--- src/design/rwss_pkg.sv ---
`default_nettype none
package rwss_pkg;

  localparam int PWM_W  = 10;
  localparam int DIST_W = 12;
  localparam int CFG_DW = 12;
  localparam int LOST_W = 8;

  // ramp step and lost-target limit
  localparam int RAMP_STEP  = 5;
  localparam int LOST_TICKS = 20;
  localparam int LOST_HOLD  = 200;

  localparam logic [PWM_W-1:0]  PWM_LOW_RST    = 10'd480;
  localparam logic [PWM_W-1:0]  PWM_MID_RST    = 10'd550;
  localparam logic [PWM_W-1:0]  PWM_HIGH_RST   = 10'd650;
  localparam logic [PWM_W-1:0]  PWM_MAX_RST    = 10'd730;
  localparam logic [PWM_W-1:0]  PWM_SENTRY_RST = 10'd730;
  localparam logic [DIST_W-1:0] NEAR_CM_RST    = 12'd120;
  localparam logic [DIST_W-1:0] FAR_CM_RST     = 12'd300;

  // serial multiply over the distance bits, restoring divide over the quotient bits
  localparam int MUL_STEPS = DIST_W;
  localparam int DIV_STEPS = PWM_W;

  typedef enum logic [2:0] {
    REG_PWM_LOW    = 3'd0,
    REG_PWM_MID    = 3'd1,
    REG_PWM_HIGH   = 3'd2,
    REG_PWM_MAX    = 3'd3,
    REG_PWM_SENTRY = 3'd4,
    REG_NEAR_CM    = 3'd5,
    REG_FAR_CM     = 3'd6
  } cfg_idx_t;

  localparam logic [1:0] SW_NOT_DOWN = 2'd0;
  localparam logic [1:0] SW_DOWN     = 2'd1;
  localparam logic [1:0] SW_DOWN_UP  = 2'd2;

endpackage
`default_nettype wire

--- src/design/rwss_cmd_if.sv ---
`default_nettype none
interface rwss_cmd_if;
  import rwss_pkg::*;

  logic              valid;
  logic              ready;
  logic              starting;
  logic              remote_mode;
  logic [1:0]        switch_pos;
  logic              buff_hit;
  logic              mouse_left;
  logic              auto_aim;
  logic              key_low;
  logic              key_mid;
  logic              target_seen;
  logic              aim_sentry;
  logic [DIST_W-1:0] distance_cm;
  logic              magazine_open;

  modport source (
    output valid, starting, remote_mode, switch_pos, buff_hit, mouse_left, auto_aim,
           key_low, key_mid, target_seen, aim_sentry, distance_cm, magazine_open,
    input  ready
  );

  modport sink (
    input  valid, starting, remote_mode, switch_pos, buff_hit, mouse_left, auto_aim,
           key_low, key_mid, target_seen, aim_sentry, distance_cm, magazine_open,
    output ready
  );
endinterface
`default_nettype wire

--- src/design/rwss_rsp_if.sv ---
`default_nettype none
interface rwss_rsp_if;
  import rwss_pkg::*;

  logic             valid;
  logic             ready;
  logic [PWM_W-1:0] pwm_out;
  logic             beam_en;
  logic [PWM_W-1:0] speed_target;
  logic             wheel_armed;

  modport source (
    output valid, pwm_out, beam_en, speed_target, wheel_armed,
    input  ready
  );

  modport sink (
    input  valid, pwm_out, beam_en, speed_target, wheel_armed,
    output ready
  );
endinterface
`default_nettype wire

--- src/design/ramped_wheel_speed_selector_top.sv ---
// A request is latched, then an auto-aim range interpolation, when it runs, does a serial
//   multiply and a serial divide before the update; the update and result are registered.
// A new request is taken only once the previous one is finished, and the update waits
//   for the output register to be free; multiply and divide share one bit-serial datapath.
// A finished result waits in the output register while the next request is taken.
// Reset (synchronous, high) loads the register defaults and clears all tick state.
`default_nettype none
module ramped_wheel_speed_selector_top #(
  parameter int RAMP_STEP  = rwss_pkg::RAMP_STEP,
  parameter int LOST_TICKS = rwss_pkg::LOST_TICKS
) (
  input  wire logic                          clk,
  input  wire logic                          rst,
  input  wire logic                          cfg_wen,
  input  wire rwss_pkg::cfg_idx_t            cfg_addr,
  input  wire logic [rwss_pkg::CFG_DW-1:0]   cfg_wdata,
  rwss_cmd_if.sink                           cmd,
  rwss_rsp_if.source                         rsp
);
  import rwss_pkg::*;

  localparam int WORK_W = PWM_W + 1 + DIST_W;
  localparam int CNT_W  = $clog2(MUL_STEPS);
  localparam logic [PWM_W-1:0]  STEP_V   = PWM_W'(RAMP_STEP);
  localparam logic [PWM_W:0]    STEP_X   = (PWM_W+1)'(RAMP_STEP);
  localparam logic [LOST_W-1:0] LOST_LIM = LOST_W'(LOST_TICKS);
  localparam logic [LOST_W-1:0] LOST_HLD = LOST_W'(LOST_HOLD);
  localparam logic [LOST_W-1:0] LOST_TOP = {LOST_W{1'b1}};

  typedef enum logic [1:0] {S_IDLE, S_MUL, S_DIV, S_FIN} state_t;
  typedef enum logic [1:0] {SWS_OFF, SWS_ARMED, SWS_TOGGLE} sw_step_t;

  // configuration
  logic [PWM_W-1:0]  pwm_low, pwm_mid, pwm_high, pwm_max, pwm_sentry;
  logic [DIST_W-1:0] near_cm, far_cm;

  always_ff @(posedge clk) begin
    if (rst) begin
      pwm_low    <= PWM_LOW_RST;
      pwm_mid    <= PWM_MID_RST;
      pwm_high   <= PWM_HIGH_RST;
      pwm_max    <= PWM_MAX_RST;
      pwm_sentry <= PWM_SENTRY_RST;
      near_cm    <= NEAR_CM_RST;
      far_cm     <= FAR_CM_RST;
    end else if (cfg_wen) begin
      unique case (cfg_addr)
        REG_PWM_LOW:    pwm_low    <= cfg_wdata[PWM_W-1:0];
        REG_PWM_MID:    pwm_mid    <= cfg_wdata[PWM_W-1:0];
        REG_PWM_HIGH:   pwm_high   <= cfg_wdata[PWM_W-1:0];
        REG_PWM_MAX:    pwm_max    <= cfg_wdata[PWM_W-1:0];
        REG_PWM_SENTRY: pwm_sentry <= cfg_wdata[PWM_W-1:0];
        REG_NEAR_CM:    near_cm    <= cfg_wdata[DIST_W-1:0];
        REG_FAR_CM:     far_cm     <= cfg_wdata[DIST_W-1:0];
        default: ;
      endcase
    end
  end

  // control and tick state
  state_t            state;
  logic [CNT_W-1:0]  cnt;
  logic [WORK_W-1:0] work;
  logic              neg;
  sw_step_t          sw_step;
  logic [PWM_W-1:0]  target_pwm, level_pwm, real_pwm;
  logic [LOST_W-1:0] lost_count;
  logic              out_valid;
  logic [PWM_W-1:0]  out_pwm, out_target;
  logic              out_laser, out_armed;

  // latched request
  logic       r_starting, r_remote, r_buff, r_mouse, r_aim, r_klow, r_kmid;
  logic       r_seen, r_sentry, r_mag;
  logic [1:0] r_sw;

  logic accept, fin_fire, far_above;
  assign accept    = cmd.valid && cmd.ready;
  assign fin_fire  = (state == S_FIN) && (!out_valid || rsp.ready);
  assign far_above = far_cm > near_cm;

  // set-up at request: clamped distance offset and magnitude of the PWM span
  logic [DIST_W-1:0] dist_cl, dist_off;
  logic [PWM_W-1:0]  span_mag, span_mag_q;
  logic              span_neg, interp_req;

  always_comb begin
    if (cmd.distance_cm < near_cm) begin
      dist_cl = near_cm;
    end else if (cmd.distance_cm > far_cm) begin
      dist_cl = far_cm;
    end else begin
      dist_cl = cmd.distance_cm;
    end
    dist_off = dist_cl - near_cm;
    span_neg = pwm_high < pwm_low;
    span_mag = span_neg ? (pwm_low - pwm_high) : (pwm_high - pwm_low);
    interp_req = !cmd.starting && !cmd.remote_mode && !cmd.buff_hit &&
                 !(cmd.mouse_left && !cmd.auto_aim) && !cmd.key_low && !cmd.key_mid &&
                 cmd.auto_aim && cmd.target_seen && far_above;
  end

  // one shift-add or one restoring-divide step per cycle
  logic [PWM_W+1:0]  mul_sum;
  logic [DIST_W:0]   div_rem, div_diff;
  logic [DIST_W-1:0] span_dist;
  logic              div_ok;
  logic [WORK_W-1:0] mul_next, div_next;

  always_comb begin
    span_dist = far_cm - near_cm;
    mul_sum   = {1'b0, work[WORK_W-1:DIST_W]} + {2'b00, span_mag_q};
    if (work[0]) begin
      mul_next = {mul_sum, work[DIST_W-1:1]};
    end else begin
      mul_next = {1'b0, work[WORK_W-1:DIST_W], work[DIST_W-1:1]};
    end
    div_rem  = {work[WORK_W-2:PWM_W], work[PWM_W-1]};
    div_diff = div_rem - {1'b0, span_dist};
    div_ok   = div_rem >= {1'b0, span_dist};
    div_next = {1'b0, (div_ok ? div_diff[DIST_W-1:0] : div_rem[DIST_W-1:0]),
                work[PWM_W-2:0], div_ok};
  end

  // tick update
  logic [PWM_W-1:0]  interp_val, quot;
  sw_step_t          sw_step_next;
  logic [PWM_W-1:0]  target_next, level_next, real_next;
  logic [LOST_W-1:0] lost_next, lost_inc;
  logic [PWM_W:0]    ramp_up;

  always_comb begin
    quot = work[PWM_W-1:0];
    if (!far_above) begin
      interp_val = pwm_high;
    end else if (neg) begin
      interp_val = pwm_low - quot;
    end else begin
      interp_val = pwm_low + quot;
    end

    sw_step_next = sw_step;
    target_next  = target_pwm;
    level_next   = level_pwm;
    lost_next    = lost_count;
    lost_inc     = (lost_count == LOST_TOP) ? LOST_TOP : lost_count + 1'b1;
    real_next    = real_pwm;

    if (r_starting) begin
      target_next = '0;
      real_next   = '0;
    end else if (r_remote) begin
      case (r_sw)
        SW_DOWN_UP: begin
          if (sw_step == SWS_ARMED) begin
            sw_step_next = SWS_TOGGLE;
          end else if (sw_step == SWS_TOGGLE) begin
            sw_step_next = SWS_OFF;
          end
        end
        SW_DOWN: sw_step_next = SWS_ARMED;
        default: sw_step_next = SWS_OFF;
      endcase
      if (sw_step_next == SWS_TOGGLE) begin
        target_next = (target_pwm != '0) ? '0 : pwm_low;
      end else if (target_pwm > pwm_low) begin
        target_next = pwm_low;
      end
    end else begin
      if (r_buff) begin
        level_next = pwm_max;
      end else if (r_mouse && !r_aim) begin
        level_next = pwm_high;
      end else if (r_klow) begin
        level_next = pwm_low;
      end else if (r_kmid) begin
        level_next = pwm_mid;
      end else if (r_aim) begin
        if (r_seen) begin
          lost_next  = '0;
          level_next = interp_val;
        end else if (lost_inc >= LOST_LIM) begin
          lost_next  = LOST_HLD;
          level_next = pwm_high;
        end else begin
          lost_next = lost_inc;
        end
        if (r_sentry) begin
          level_next = pwm_sentry;
        end
      end else begin
        level_next = pwm_high;
      end
      if (r_mouse || target_pwm != '0) begin
        target_next = level_next;
      end
    end

    // ramp toward the target; downward steps may undershoot, floor at zero
    ramp_up = {1'b0, real_next} + STEP_X;
    if (real_next < target_next) begin
      real_next = (ramp_up > {1'b0, target_next}) ? target_next : ramp_up[PWM_W-1:0];
    end else if (real_next > target_next) begin
      real_next = (real_next > STEP_V) ? real_next - STEP_V : '0;
    end
  end

  always_ff @(posedge clk) begin
    if (rst) begin
      state      <= S_IDLE;
      cnt        <= '0;
      sw_step    <= SWS_OFF;
      target_pwm <= '0;
      level_pwm  <= '0;
      real_pwm   <= '0;
      lost_count <= '0;
      out_valid  <= 1'b0;
    end else begin
      if (out_valid && rsp.ready && !fin_fire) begin
        out_valid <= 1'b0;
      end
      unique case (state)
        S_IDLE: begin
          if (accept) begin
            r_starting <= cmd.starting;
            r_remote   <= cmd.remote_mode;
            r_sw       <= cmd.switch_pos;
            r_buff     <= cmd.buff_hit;
            r_mouse    <= cmd.mouse_left;
            r_aim      <= cmd.auto_aim;
            r_klow     <= cmd.key_low;
            r_kmid     <= cmd.key_mid;
            r_seen     <= cmd.target_seen;
            r_sentry   <= cmd.aim_sentry;
            r_mag      <= cmd.magazine_open;
            neg        <= span_neg;
            span_mag_q <= span_mag;
            work       <= {{(PWM_W+1){1'b0}}, dist_off};
            cnt        <= '0;
            state      <= interp_req ? S_MUL : S_FIN;
          end
        end
        S_MUL: begin
          work <= mul_next;
          if (cnt == CNT_W'(MUL_STEPS - 1)) begin
            cnt   <= '0;
            state <= S_DIV;
          end else begin
            cnt <= cnt + 1'b1;
          end
        end
        S_DIV: begin
          work <= div_next;
          if (cnt == CNT_W'(DIV_STEPS - 1)) begin
            cnt   <= '0;
            state <= S_FIN;
          end else begin
            cnt <= cnt + 1'b1;
          end
        end
        S_FIN: begin
          if (fin_fire) begin
            sw_step    <= sw_step_next;
            target_pwm <= target_next;
            level_pwm  <= level_next;
            real_pwm   <= real_next;
            lost_count <= lost_next;
            out_valid  <= 1'b1;
            out_pwm    <= real_next;
            out_target <= target_next;
            out_armed  <= target_next != '0;
            out_laser  <= (real_next != '0) && !r_buff && !r_mag;
            state      <= S_IDLE;
          end
        end
        default: state <= S_IDLE;
      endcase
    end
  end

  assign cmd.ready        = (state == S_IDLE);
  assign rsp.valid        = out_valid;
  assign rsp.pwm_out      = out_pwm;
  assign rsp.beam_en      = out_laser;
  assign rsp.speed_target = out_target;
  assign rsp.wheel_armed  = out_armed;

  a_laser_needs_drive: assert property (@(posedge clk) disable iff (rst)
    out_valid |-> (!out_laser || out_pwm != '0))
    else $error("laser on with zero drive");

  a_armed_matches_target: assert property (@(posedge clk) disable iff (rst)
    out_valid |-> (out_armed == (out_target != '0)))
    else $error("armed flag disagrees with target");

  a_request_starts_work: assert property (@(posedge clk) disable iff (rst)
    accept |=> (state == S_MUL || state == S_FIN))
    else $error("accepted request not processed");

  a_mul_into_div: assert property (@(posedge clk) disable iff (rst)
    (state == S_MUL && cnt == CNT_W'(MUL_STEPS - 1)) |=> (state == S_DIV && cnt == '0))
    else $error("multiply did not hand over to divide");

  a_result_held_until_taken: assert property (@(posedge clk) disable iff (rst)
    (out_valid && !rsp.ready && !fin_fire) |=> (out_valid && $stable(out_pwm)))
    else $error("pending result lost");

endmodule
`default_nettype wire
--- src/flat_wrapper.sv ---
// flat-port wrapper written by rule: the top's interface ports become plain ports
module ramped_wheel_speed_selector_top_flat import rwss_pkg::*;
#(
  parameter int RAMP_STEP  = rwss_pkg::RAMP_STEP,
  parameter int LOST_TICKS = rwss_pkg::LOST_TICKS
)
  (clk, rst, cfg_wen, cfg_addr, cfg_wdata, cmd_valid, cmd_starting, cmd_remote_mode, cmd_switch_pos, cmd_buff_hit, cmd_mouse_left, cmd_auto_aim, cmd_key_low, cmd_key_mid, cmd_target_seen, cmd_aim_sentry, cmd_distance_cm, cmd_magazine_open, cmd_ready, rsp_valid, rsp_pwm_out, rsp_beam_en, rsp_speed_target, rsp_wheel_armed, rsp_ready);
  rwss_cmd_if cmd_i ();
  rwss_rsp_if rsp_i ();
  input  wire logic clk;
  input  wire logic rst;
  input  wire logic cfg_wen;
  input  wire rwss_pkg::cfg_idx_t cfg_addr;
  input  wire logic [rwss_pkg::CFG_DW-1:0] cfg_wdata;
  input wire logic [$bits(cmd_i.valid)-1:0] cmd_valid;
  input wire logic [$bits(cmd_i.starting)-1:0] cmd_starting;
  input wire logic [$bits(cmd_i.remote_mode)-1:0] cmd_remote_mode;
  input wire logic [$bits(cmd_i.switch_pos)-1:0] cmd_switch_pos;
  input wire logic [$bits(cmd_i.buff_hit)-1:0] cmd_buff_hit;
  input wire logic [$bits(cmd_i.mouse_left)-1:0] cmd_mouse_left;
  input wire logic [$bits(cmd_i.auto_aim)-1:0] cmd_auto_aim;
  input wire logic [$bits(cmd_i.key_low)-1:0] cmd_key_low;
  input wire logic [$bits(cmd_i.key_mid)-1:0] cmd_key_mid;
  input wire logic [$bits(cmd_i.target_seen)-1:0] cmd_target_seen;
  input wire logic [$bits(cmd_i.aim_sentry)-1:0] cmd_aim_sentry;
  input wire logic [$bits(cmd_i.distance_cm)-1:0] cmd_distance_cm;
  input wire logic [$bits(cmd_i.magazine_open)-1:0] cmd_magazine_open;
  output wire logic [$bits(cmd_i.ready)-1:0] cmd_ready;
  output wire logic [$bits(rsp_i.valid)-1:0] rsp_valid;
  output wire logic [$bits(rsp_i.pwm_out)-1:0] rsp_pwm_out;
  output wire logic [$bits(rsp_i.beam_en)-1:0] rsp_beam_en;
  output wire logic [$bits(rsp_i.speed_target)-1:0] rsp_speed_target;
  output wire logic [$bits(rsp_i.wheel_armed)-1:0] rsp_wheel_armed;
  input wire logic [$bits(rsp_i.ready)-1:0] rsp_ready;
  assign cmd_i.valid = cmd_valid;
  assign cmd_i.starting = cmd_starting;
  assign cmd_i.remote_mode = cmd_remote_mode;
  assign cmd_i.switch_pos = cmd_switch_pos;
  assign cmd_i.buff_hit = cmd_buff_hit;
  assign cmd_i.mouse_left = cmd_mouse_left;
  assign cmd_i.auto_aim = cmd_auto_aim;
  assign cmd_i.key_low = cmd_key_low;
  assign cmd_i.key_mid = cmd_key_mid;
  assign cmd_i.target_seen = cmd_target_seen;
  assign cmd_i.aim_sentry = cmd_aim_sentry;
  assign cmd_i.distance_cm = cmd_distance_cm;
  assign cmd_i.magazine_open = cmd_magazine_open;
  assign cmd_ready = cmd_i.ready;
  assign rsp_valid = rsp_i.valid;
  assign rsp_pwm_out = rsp_i.pwm_out;
  assign rsp_beam_en = rsp_i.beam_en;
  assign rsp_speed_target = rsp_i.speed_target;
  assign rsp_wheel_armed = rsp_i.wheel_armed;
  assign rsp_i.ready = rsp_ready;
  ramped_wheel_speed_selector_top #(.RAMP_STEP(RAMP_STEP), .LOST_TICKS(LOST_TICKS)) u_core (.clk(clk), .rst(rst), .cfg_wen(cfg_wen), .cfg_addr(cfg_addr), .cfg_wdata(cfg_wdata), .cmd(cmd_i), .rsp(rsp_i));
endmodule
--- config.mk ---
export PLATFORM = sky130hd
export DESIGN_NAME = ramped_wheel_speed_selector_top_flat
export DESIGN_NICKNAME = d
export VERILOG_FILES = /design/src/design/rwss_pkg.sv /design/src/design/rwss_cmd_if.sv /design/src/design/rwss_rsp_if.sv /design/src/design/ramped_wheel_speed_selector_top.sv /design/src/flat_wrapper.sv
export SDC_FILE = /design/constraint.sdc
export NUM_CORES = 1
export LEC_CHECK = 0
export BUFFER_PORTS_ARGS = -buffer_cell sky130_fd_sc_hd__buf_2
export CAP_MARGIN = 10
export CELL_PAD_IN_SITES_DETAIL_PLACEMENT = 1
export CELL_PAD_IN_SITES_GLOBAL_PLACEMENT = 1
export CORE_MARGIN = 2
export CORE_UTILIZATION = 52
export CTS_CLUSTER_DIAMETER = 80
export DETAILED_ROUTE_END_ITERATION = 8
export PLACE_DENSITY_LB_ADDON = 0.15
export RECOVER_POWER = 25
export SYNTH_ARGS = -nofsm -noshare
export SYNTH_HDL_FRONTEND = slang
export SYNTH_SLANG_ARGS = --single-unit
--- constraint.sdc ---
create_clock -name clk -period 14.35 [get_ports clk]
set_clock_uncertainty 0.2 [all_clocks]
set_input_delay 2.87 -clock clk [delete_from_list [all_inputs] [get_ports clk]]
set_output_delay 2.87 -clock clk [all_outputs]
set_load 0.1 [all_outputs]
=== Word-level counts from Yosys, hierarchy flattened ===
Index checks and enable logic that the tools add are counted.

* Register bits: 189
* Input port bits: 44
* Output and inout bits: 24

* Add/sub/neg operators: 12
* Magnitude comparators: 11
* Equality and inequality tests: 21
* Muxes and demuxes: 49
* Bitwise gates (word level): 7
* Reduce and logical (&&, ||, !) cells: 52

{| class="wikitable"
|+ Operators by type and width
! cell !! number
|-
| $mux 10 || 22
|-
| $pmux 23 s3 || 1
|-
| $mux 23 || 2
|-
| $mux 12 || 3
|-
| $sub 12x12->12 || 3
|-
| $reduce_bool 10->1 || 3
|-
| $sub 10x10->10 || 3
|-
| $gt 12x12->1 || 2
|-
| $mux 8 || 3
|-
| $gt 10x10->1 || 2
|-
| $lt 10x10->1 || 2
|-
| $mux 2 || 9
|-
| $reduce_and 2->1 || 9
|-
| $logic_and 1x1->1 || 16
|-
| $ge 13x12->1 || 1
|-
| $add 11x10->12 || 1
|-
| $logic_not 1->1 || 12
|-
| $lt 12x12->1 || 1
|-
| $mux 4 || 3
|-
| $pmux 4 s3 || 1
|-
| $reduce_and 4->1 || 3
|-
| $add 10x3->11 const B || 1
|-
| $gt 11x10->1 || 1
|-
| $add 10x10->10 || 1
|-
| 24 further kinds || 47
|}

=== Logic depth before layout (Yosys ltp) ===
* Depth after elaboration: 20
* Depth in mapped cells: 29
* Mapped depth without buffers: 26

=== Worst setup path before layout ===
Ideal clock, no wire load.

* Path kind: input port to flip-flop
* From: input port cmd_distance_cm[9]
* To: register u_core.work[10], data pin
* Arrival time: 6.626 ns
* Data required time: 13.877 ns
* Slack: 7.251 ns
* Cell stages on the path: 22
* Cell sequence: ha_1 > nand4_1 > or2_2 > a21oi_1 > o22a_1 > clkbuf_1 > clkbuf_1 > o211ai_1 > o21ai_0 > ha_1 > inv_1 > fa_1 > a21o_1 > a21oi_1 > nor2b_1 > o21a_1 > o21ai_0 > nand2b_1 > a21oi_1 > o21ai_0 > xnor2_1 > o221ai_1

* Longest elaborated chain between the ends: 6
* Elaborated cells on any way between the ends: 7
* Those cells by class: 1 x add/sub; 2 x order compare; 4 x mux

{| class="wikitable"
|+ Ends and longest elaborated chain
! what !! RTL line !! source
|-
| from (decl) || flat_wrapper.sv:26 || <nowiki>input wire logic [$bits(cmd_i.distance_cm)-1:0] cmd_distance_cm;</nowiki>
|-
| $gt 12x12->1 || ramped_wheel_speed_selector_top.sv:90 || <nowiki>end else if (cmd.distance_cm > far_cm) begin</nowiki>
|-
| $mux 12 || ramped_wheel_speed_selector_top.sv:90 ||
|-
| $mux 12 * || ramped_wheel_speed_selector_top.sv:88 || <nowiki>if (cmd.distance_cm < near_cm) begin</nowiki>
|-
| $sub 12x12->12 * || ramped_wheel_speed_selector_top.sv:95 || <nowiki>dist_off = dist_cl - near_cm;</nowiki>
|-
| $mux 23 * || ramped_wheel_speed_selector_top.sv:224 || <nowiki>if (accept) begin</nowiki>
|-
| $pmux 23 s3 * || ramped_wheel_speed_selector_top.sv:222 || <nowiki>unique case (state)</nowiki>
|-
| to (signal assigned) || ramped_wheel_speed_selector_top.sv:238 || <nowiki>work <= {{(PWM_W+1){1'b0}}, dist_off};</nowiki>
|-
| to (signal assigned) || ramped_wheel_speed_selector_top.sv:244 || <nowiki>work <= mul_next;</nowiki>
|-
| to (signal assigned) || ramped_wheel_speed_selector_top.sv:253 || <nowiki>work <= div_next;</nowiki>
|-
| to (decl) || ramped_wheel_speed_selector_top.sv:63 || <nowiki>logic [WORK_W-1:0] work;</nowiki>
|}

Mark *: on every way between the ends. The rest lies on a longest branch, timed or not. The select of a mux whose other input is x is not followed.
A chain may end at the register's enable or synchronous reset.

=== Final worst setup path ===
* From: register u_core.near_cm[0]
* To: register u_core.out_laser, in the netlist u_core.rsp.beam_en, data pin

* Longest elaborated chain between the ends: 18
* Elaborated cells on any way between the ends: 21
* Those cells by class: 4 x order compare; 14 x mux; 3 x reduce/logical

{| class="wikitable"
|+ Ends and longest elaborated chain
! what !! RTL line !! source
|-
| from (decl) || ramped_wheel_speed_selector_top.sv:35 || <nowiki>logic [DIST_W-1:0] near_cm, far_cm;</nowiki>
|-
| from (signal assigned) || ramped_wheel_speed_selector_top.sv:53 || <nowiki>REG_NEAR_CM: near_cm <= cfg_wdata[DIST_W-1:0];</nowiki>
|-
| $gt 12x12->1 * || ramped_wheel_speed_selector_top.sv:80 || <nowiki>assign far_above = far_cm > near_cm;</nowiki>
|-
| $mux 10 * || ramped_wheel_speed_selector_top.sv:134 || <nowiki>if (!far_above) begin</nowiki>
|-
| $mux 10 * || ramped_wheel_speed_selector_top.sv:179 || <nowiki>if (r_seen) begin</nowiki>
|-
| $mux 10 * || ramped_wheel_speed_selector_top.sv:188 || <nowiki>if (r_sentry) begin</nowiki>
|-
| $mux 10 * || ramped_wheel_speed_selector_top.sv:178 || <nowiki>end else if (r_aim) begin</nowiki>
|-
| $mux 10 * || ramped_wheel_speed_selector_top.sv:176 || <nowiki>end else if (r_kmid) begin</nowiki>
|-
| $mux 10 * || ramped_wheel_speed_selector_top.sv:174 || <nowiki>end else if (r_klow) begin</nowiki>
|-
| $mux 10 * || ramped_wheel_speed_selector_top.sv:172 || <nowiki>end else if (r_mouse && !r_aim) begin</nowiki>
|-
| [3 not listed] || -- ||
|-
| $mux 10 * || ramped_wheel_speed_selector_top.sv:149 || <nowiki>if (r_starting) begin</nowiki>
|-
| named net u_core.target_next[1] || ramped_wheel_speed_selector_top.sv:128 || <nowiki>logic [PWM_W-1:0] target_next, level_next, real_next;</nowiki>
|-
| $gt 11x10->1 or $gt 10x10->1 (tied branches) || ramped_wheel_speed_selector_top.sv:202, ramped_wheel_speed_selector_top.sv:203 ||
|-
| $mux 10, on equally long branches || ramped_wheel_speed_selector_top.sv:202, ramped_wheel_speed_selector_top.sv:203 ||
|-
| $mux 10 * || ramped_wheel_speed_selector_top.sv:201 || <nowiki>if (real_next < target_next) begin</nowiki>
|-
| named net u_core.real_next[1] || ramped_wheel_speed_selector_top.sv:128 ||
|-
| $reduce_bool 10->1 * || ramped_wheel_speed_selector_top.sv:272 || <nowiki>out_laser <= (real_next != '0) && !r_buff && !r_mag;</nowiki>
|-
| $logic_and 1x1->1 * (2 in series) || ramped_wheel_speed_selector_top.sv:272 ||
|-
| to (signal assigned) || ramped_wheel_speed_selector_top.sv:272 ||
|-
| to (decl) || ramped_wheel_speed_selector_top.sv:70 || <nowiki>logic out_laser, out_armed;</nowiki>
|}

Mark *: on every way through the listed nets, which the timed path passes. The rest lies on a longest branch.

==> implementation parameters <==
Parameter                              Value

Worst setup path
  Crit Path Class ... reg -> reg
  Depth of the worst register-to-register path ... 23
  Highest fanout seen on the critical path ... 8
  Ordered cell list for the critical path ... ha_1 > inv_1 > fa_1 > nand3_1 > a211oi_2 > a2111oi_0 > nor2_4 > and3_1 > o31ai_1 > a21oi_1 > nor3_2 > inv_1 > ha_1 > nor2b_1 > o31ai_1 > a21oi_1 > o21a_1 > o21ai_1 > nor4_1 > a21oi_1 > inv_1 > nor4_2 > a41oi_2
  Launch point of the worst path ... u_core.near_cm[0]$_SDFFE_PP0P_
  Data arrival time at the worst-slack endpoint ... around 9 ns
  Critical path's slowest cell ... a2111oi_0
  Endpoint of the worst-slack reg-to-reg timing path ... u_core.rsp.beam_en$_DFFE_PP_
  Sort of element at the start of the critical path ... flip-flop
  Crit-path leading delay family ... compound AO/OA/AOI/OAI gates
  Critical path endpoint category ... flip-flop
  Number of buffers and inverters on the critical path ... 3
  Critical path's largest stage delay ... approximately 2.7 ns
  FF-to-FF Start ... u_core.near_cm[0]$_SDFFE_PP0P_
  Reg2reg setup slack ... ~5.4 ns
  Worst EP required ... ~14 ns

Placement
  Port-buffer cells ... 67
  Post-detailed-placement half-perimeter wirelength ... 36700 um
  Total instance count after detailed placement ... 2173
  Gp weighted congestion ... between 0.9 and 1

Route
  DR pass1 iterations ... 5
  Routed wire length ... between 40000 and 50000 um
  Vias/cell ... 6.27
  Residual DRC count ... 0
  WL/cell ... 22.1 um
  Routed vias ... 13800
  Initial DRC count ... 947
  Count of nets left with antenna violations after detail routing ... 0

GRT
  First-pass GRT wire length ... 76100 um
  Pin count of the biggest net entering global routing ... 93
  Via count of the first global-routing pass ... 14000
  Global Route Usage Sum ... 0.334
  Number of antenna violations at the first check in global routing ... 0
  GR Overflow Total ... 0

Floorplan
  Die extent in y ... around 170 um
  Initial Utilization ... 0.528
  Floorplan die area ... 0.0296 sq mm
  Number of cell rows ... 61
  Die outline width ... 172 um
  Number of primary I/O pins ... 68
  Floorplan Core Area ... 0.0278 sq mm

CTS
  Count of buffers added by post-CTS timing repair for setup ... 0
  Buffer cell driving the clock tree root ... clkbuf_16
  Clock sink total ... 189
  Reg clk slew, reported paths ... about 0.070 ns
  Maximum root-to-sink buffer count ... 2
  Clock latency on the worst-skew pair ... between 0.4 and 0.5 ns
  TritonCTS clock tree ... yes
  Post-CTS Hold Fix Bufs ... 0
  Num CTS Buffers ... 17
  Count of cells resized by post-cts repair ... 0
  Deepest level of the CTS H-tree ... 4

Yosys
  Number of distinct library cells after synthesis ... around 100
  Leading area contributor after synthesis ... dfxtp_1
  Top post-synthesis cells by area ... dfxtp_1 17%, edfxtp_1 14%, ha_1 12%, a21oi_1 6.2%, nand2_1 6.1%
  Top flip-flop cell by instance count after synthesis ... dfxtp_1
  Flip-flop and latch count after synthesis ... 189
  Sequential area share after synthesis ... 0.304
  Cells after Synth ... 1793
  Mapped Nets ... roughly 2000
  Share of synthesized registers carrying an async set or reset ... 0
  Number of flops mapped to enable cells by yosys ... 68
  Warnings from Yosys ... 0
  Mean instance size in the synthesized netlist ... 8.18 sq um
  Synth Cell Area ... 0.0147 sq mm
  Top-area cell type share of the netlist area ... 0.165

Layout
  Count of fill cells added during filler insertion ... 3442
  Number of antenna repair diodes ... 0
  Post-layout nets ... about 2000
  Area of combinational cells with multiple inputs ... 0.00942 sq mm
  Register Area ... 0.00446 sq mm
  Fraction of layout cells with a size suffix above 1 ... 0.0902
  Area growth from synthesis to layout ... 7.83%
  Most common cell after layout, fill and taps aside ... nand2_1
  Most frequent cells in the layout ... 238 x nand2_1, 183 x a21oi_1, 143 x nor2_1
  Number of non-filler instances in the completed layout ... 2207
  Share of the core filled with cells in the final layout ... 0.569

Timing
  Final Max Tran Viols ... 42
  Actual slew at the worst max-slew pin ... 3.52 ns
  Total setup violations reported at the end of the flow ... 0
  Setup repair after global routing missed its margin ... false
  Rel. slew slack ... -1.40
  Total negative setup slack ... 0 ns
  Total count of hold-check failures in the final report ... 0
  F_max ... 0.112 GHz
  Final critical-path share of the clock period ... 0.624
  Min Tclk post-route ... 8.96 ns

Pwr
  Leakage power total ... 6.56 nW
  Power per cell area ... 140 mW/mm^2
  IR drop worst, VDD ... 85.7 uV

Min path
  Cell depth of the worst min-delay path ... 2
  Startpoint of the tightest hold check path ... u_core.level_pwm[9]$_SDFFE_PP0P_
  Capture endpoint of the worst hold path ... u_core.level_pwm[9]$_SDFFE_PP0P_
  Worst min-delay path class ... reg -> reg

Status
  Failing checks ... capacitance limit, slew limit
  Run status ... complete, but fails checks

Run
  Number of max-capacitance violations reported ... 2
[where the power goes]
group | internal (mW) | switching (mW)
clock network | 0.261 | 0.232
logic | 0.372 | 0.635
registers | 0.636 | 0.0709
[synth_stat cells (all sizes together), types with 16 or more instances]
cell type / number
nand2: 238
a211oi: 24
clkbuf: 64
nand3b: 23
a21o: 34
nor2b: 43
nand3: 46
o21ai: 76
nor2: 146
edfxtp: 68
a21oi: 186
o211ai: 18
xnor2: 39
nand2b: 26
and3: 16
a31oi: 17
nor3: 50
mux2i: 34
dfxtp: 121
ha: 141
inv: 114
xor2: 26
[layout make-up]
type | instances | share of cell area
Inverter | 117 | 0.0278
Tap cell | 378 | 0.0299
Sequential cell | 189 | 0.282
Timing Repair Buffer | 81 | 0.0269
Clock inverter | 14 | 0.0101
Multi-Input combinational cell | 1410 | 0.596
Clock buffer | 18 | 0.0271
[registers in the layout (all words and copies together) (netlist names), 4 cells and up]
signal / flops
u_core.work: 23
u_core.far_cm: 12
u_core.near_cm: 12
u_core.level_pwm: 10
u_core.pwm_high: 10
u_core.pwm_low: 10
u_core.pwm_max: 10
u_core.pwm_mid: 10
u_core.pwm_sentry: 10
u_core.real_pwm: 10
u_core.rsp.pwm_out: 10
u_core.rsp.speed_target: 10
u_core.span_mag_q: 10
u_core.target_pwm: 10
u_core.lost_count: 8
u_core.cnt: 4
[worst max path at each step]
stage                     cells after the start                           end  slack (ns)
after floorplan                              22     u_core.work[10]$_DFFE_PP_        7.25
after global placement                       21     u_core.work[10]$_DFFE_PP_        6.95
after detailed placement                     23     u_core.work[10]$_DFFE_PP_        6.72
after CTS                                    23     u_core.work[10]$_DFFE_PP_        7.20
after global routing                         23  u_core.rsp.beam_en$_DFFE_PP_        5.15
final                                        23  u_core.rsp.beam_en$_DFFE_PP_        5.39
[logic make-up (layout without fill, tap and decap cells)]
| kind of cell | after synthesis | count (layout) | share of synthesized area |
|---|---|---|---|
| compound gates | 489 | 489 | 0.224 |
| xor+xnor | 65 | 65 | 0.0388 |
| fa+ha+maj | 148 | 148 | 0.130 |
| buf+inv | 194 | 230 | 0.0509 |
| flops | 189 | 189 | 0.304 |
| mux | 44 | 44 | 0.0311 |
| simple gates | 664 | 664 | 0.221 |
[routing by layer]
| metal | vias to the layer above | wire, um | share of wire | global-route usage |
|---|---|---|---|---|
| met3 | 135 | 2400 | 0.049 | 0.0439 |
| met5 | - | 0 | 0 | 0 |
| met1 | 6787 | 21000 | 0.43 | 0.420 |
| met2 | 434 | 23300 | 0.48 | 0.570 |
| met4 | 0 | 2110 | 0.043 | 0.155 |
| li1 | 6473 | - | - | - |
[metrics by stage]
stage               power, mW  cell area [sq um]  worst slack, ns  hold WS [ns]
floorplan                1.44              14700             7.25         0.228
global placement         1.66              15300             6.95         0.238
detailed placement       1.70              15300             6.72         0.253
CTS                      2.20              15900             7.20         0.261
global route             2.33              15800             5.15         0.294
finish                   2.21              15800             5.39         0.265
[tightest hold or removal path, stage by stage, from the launching register on]
cell	delay, ns
dfxtp_1	0.31
nand2_1	0.05
a21oi_1	0.05
Power figures use the tool's default switching activity.
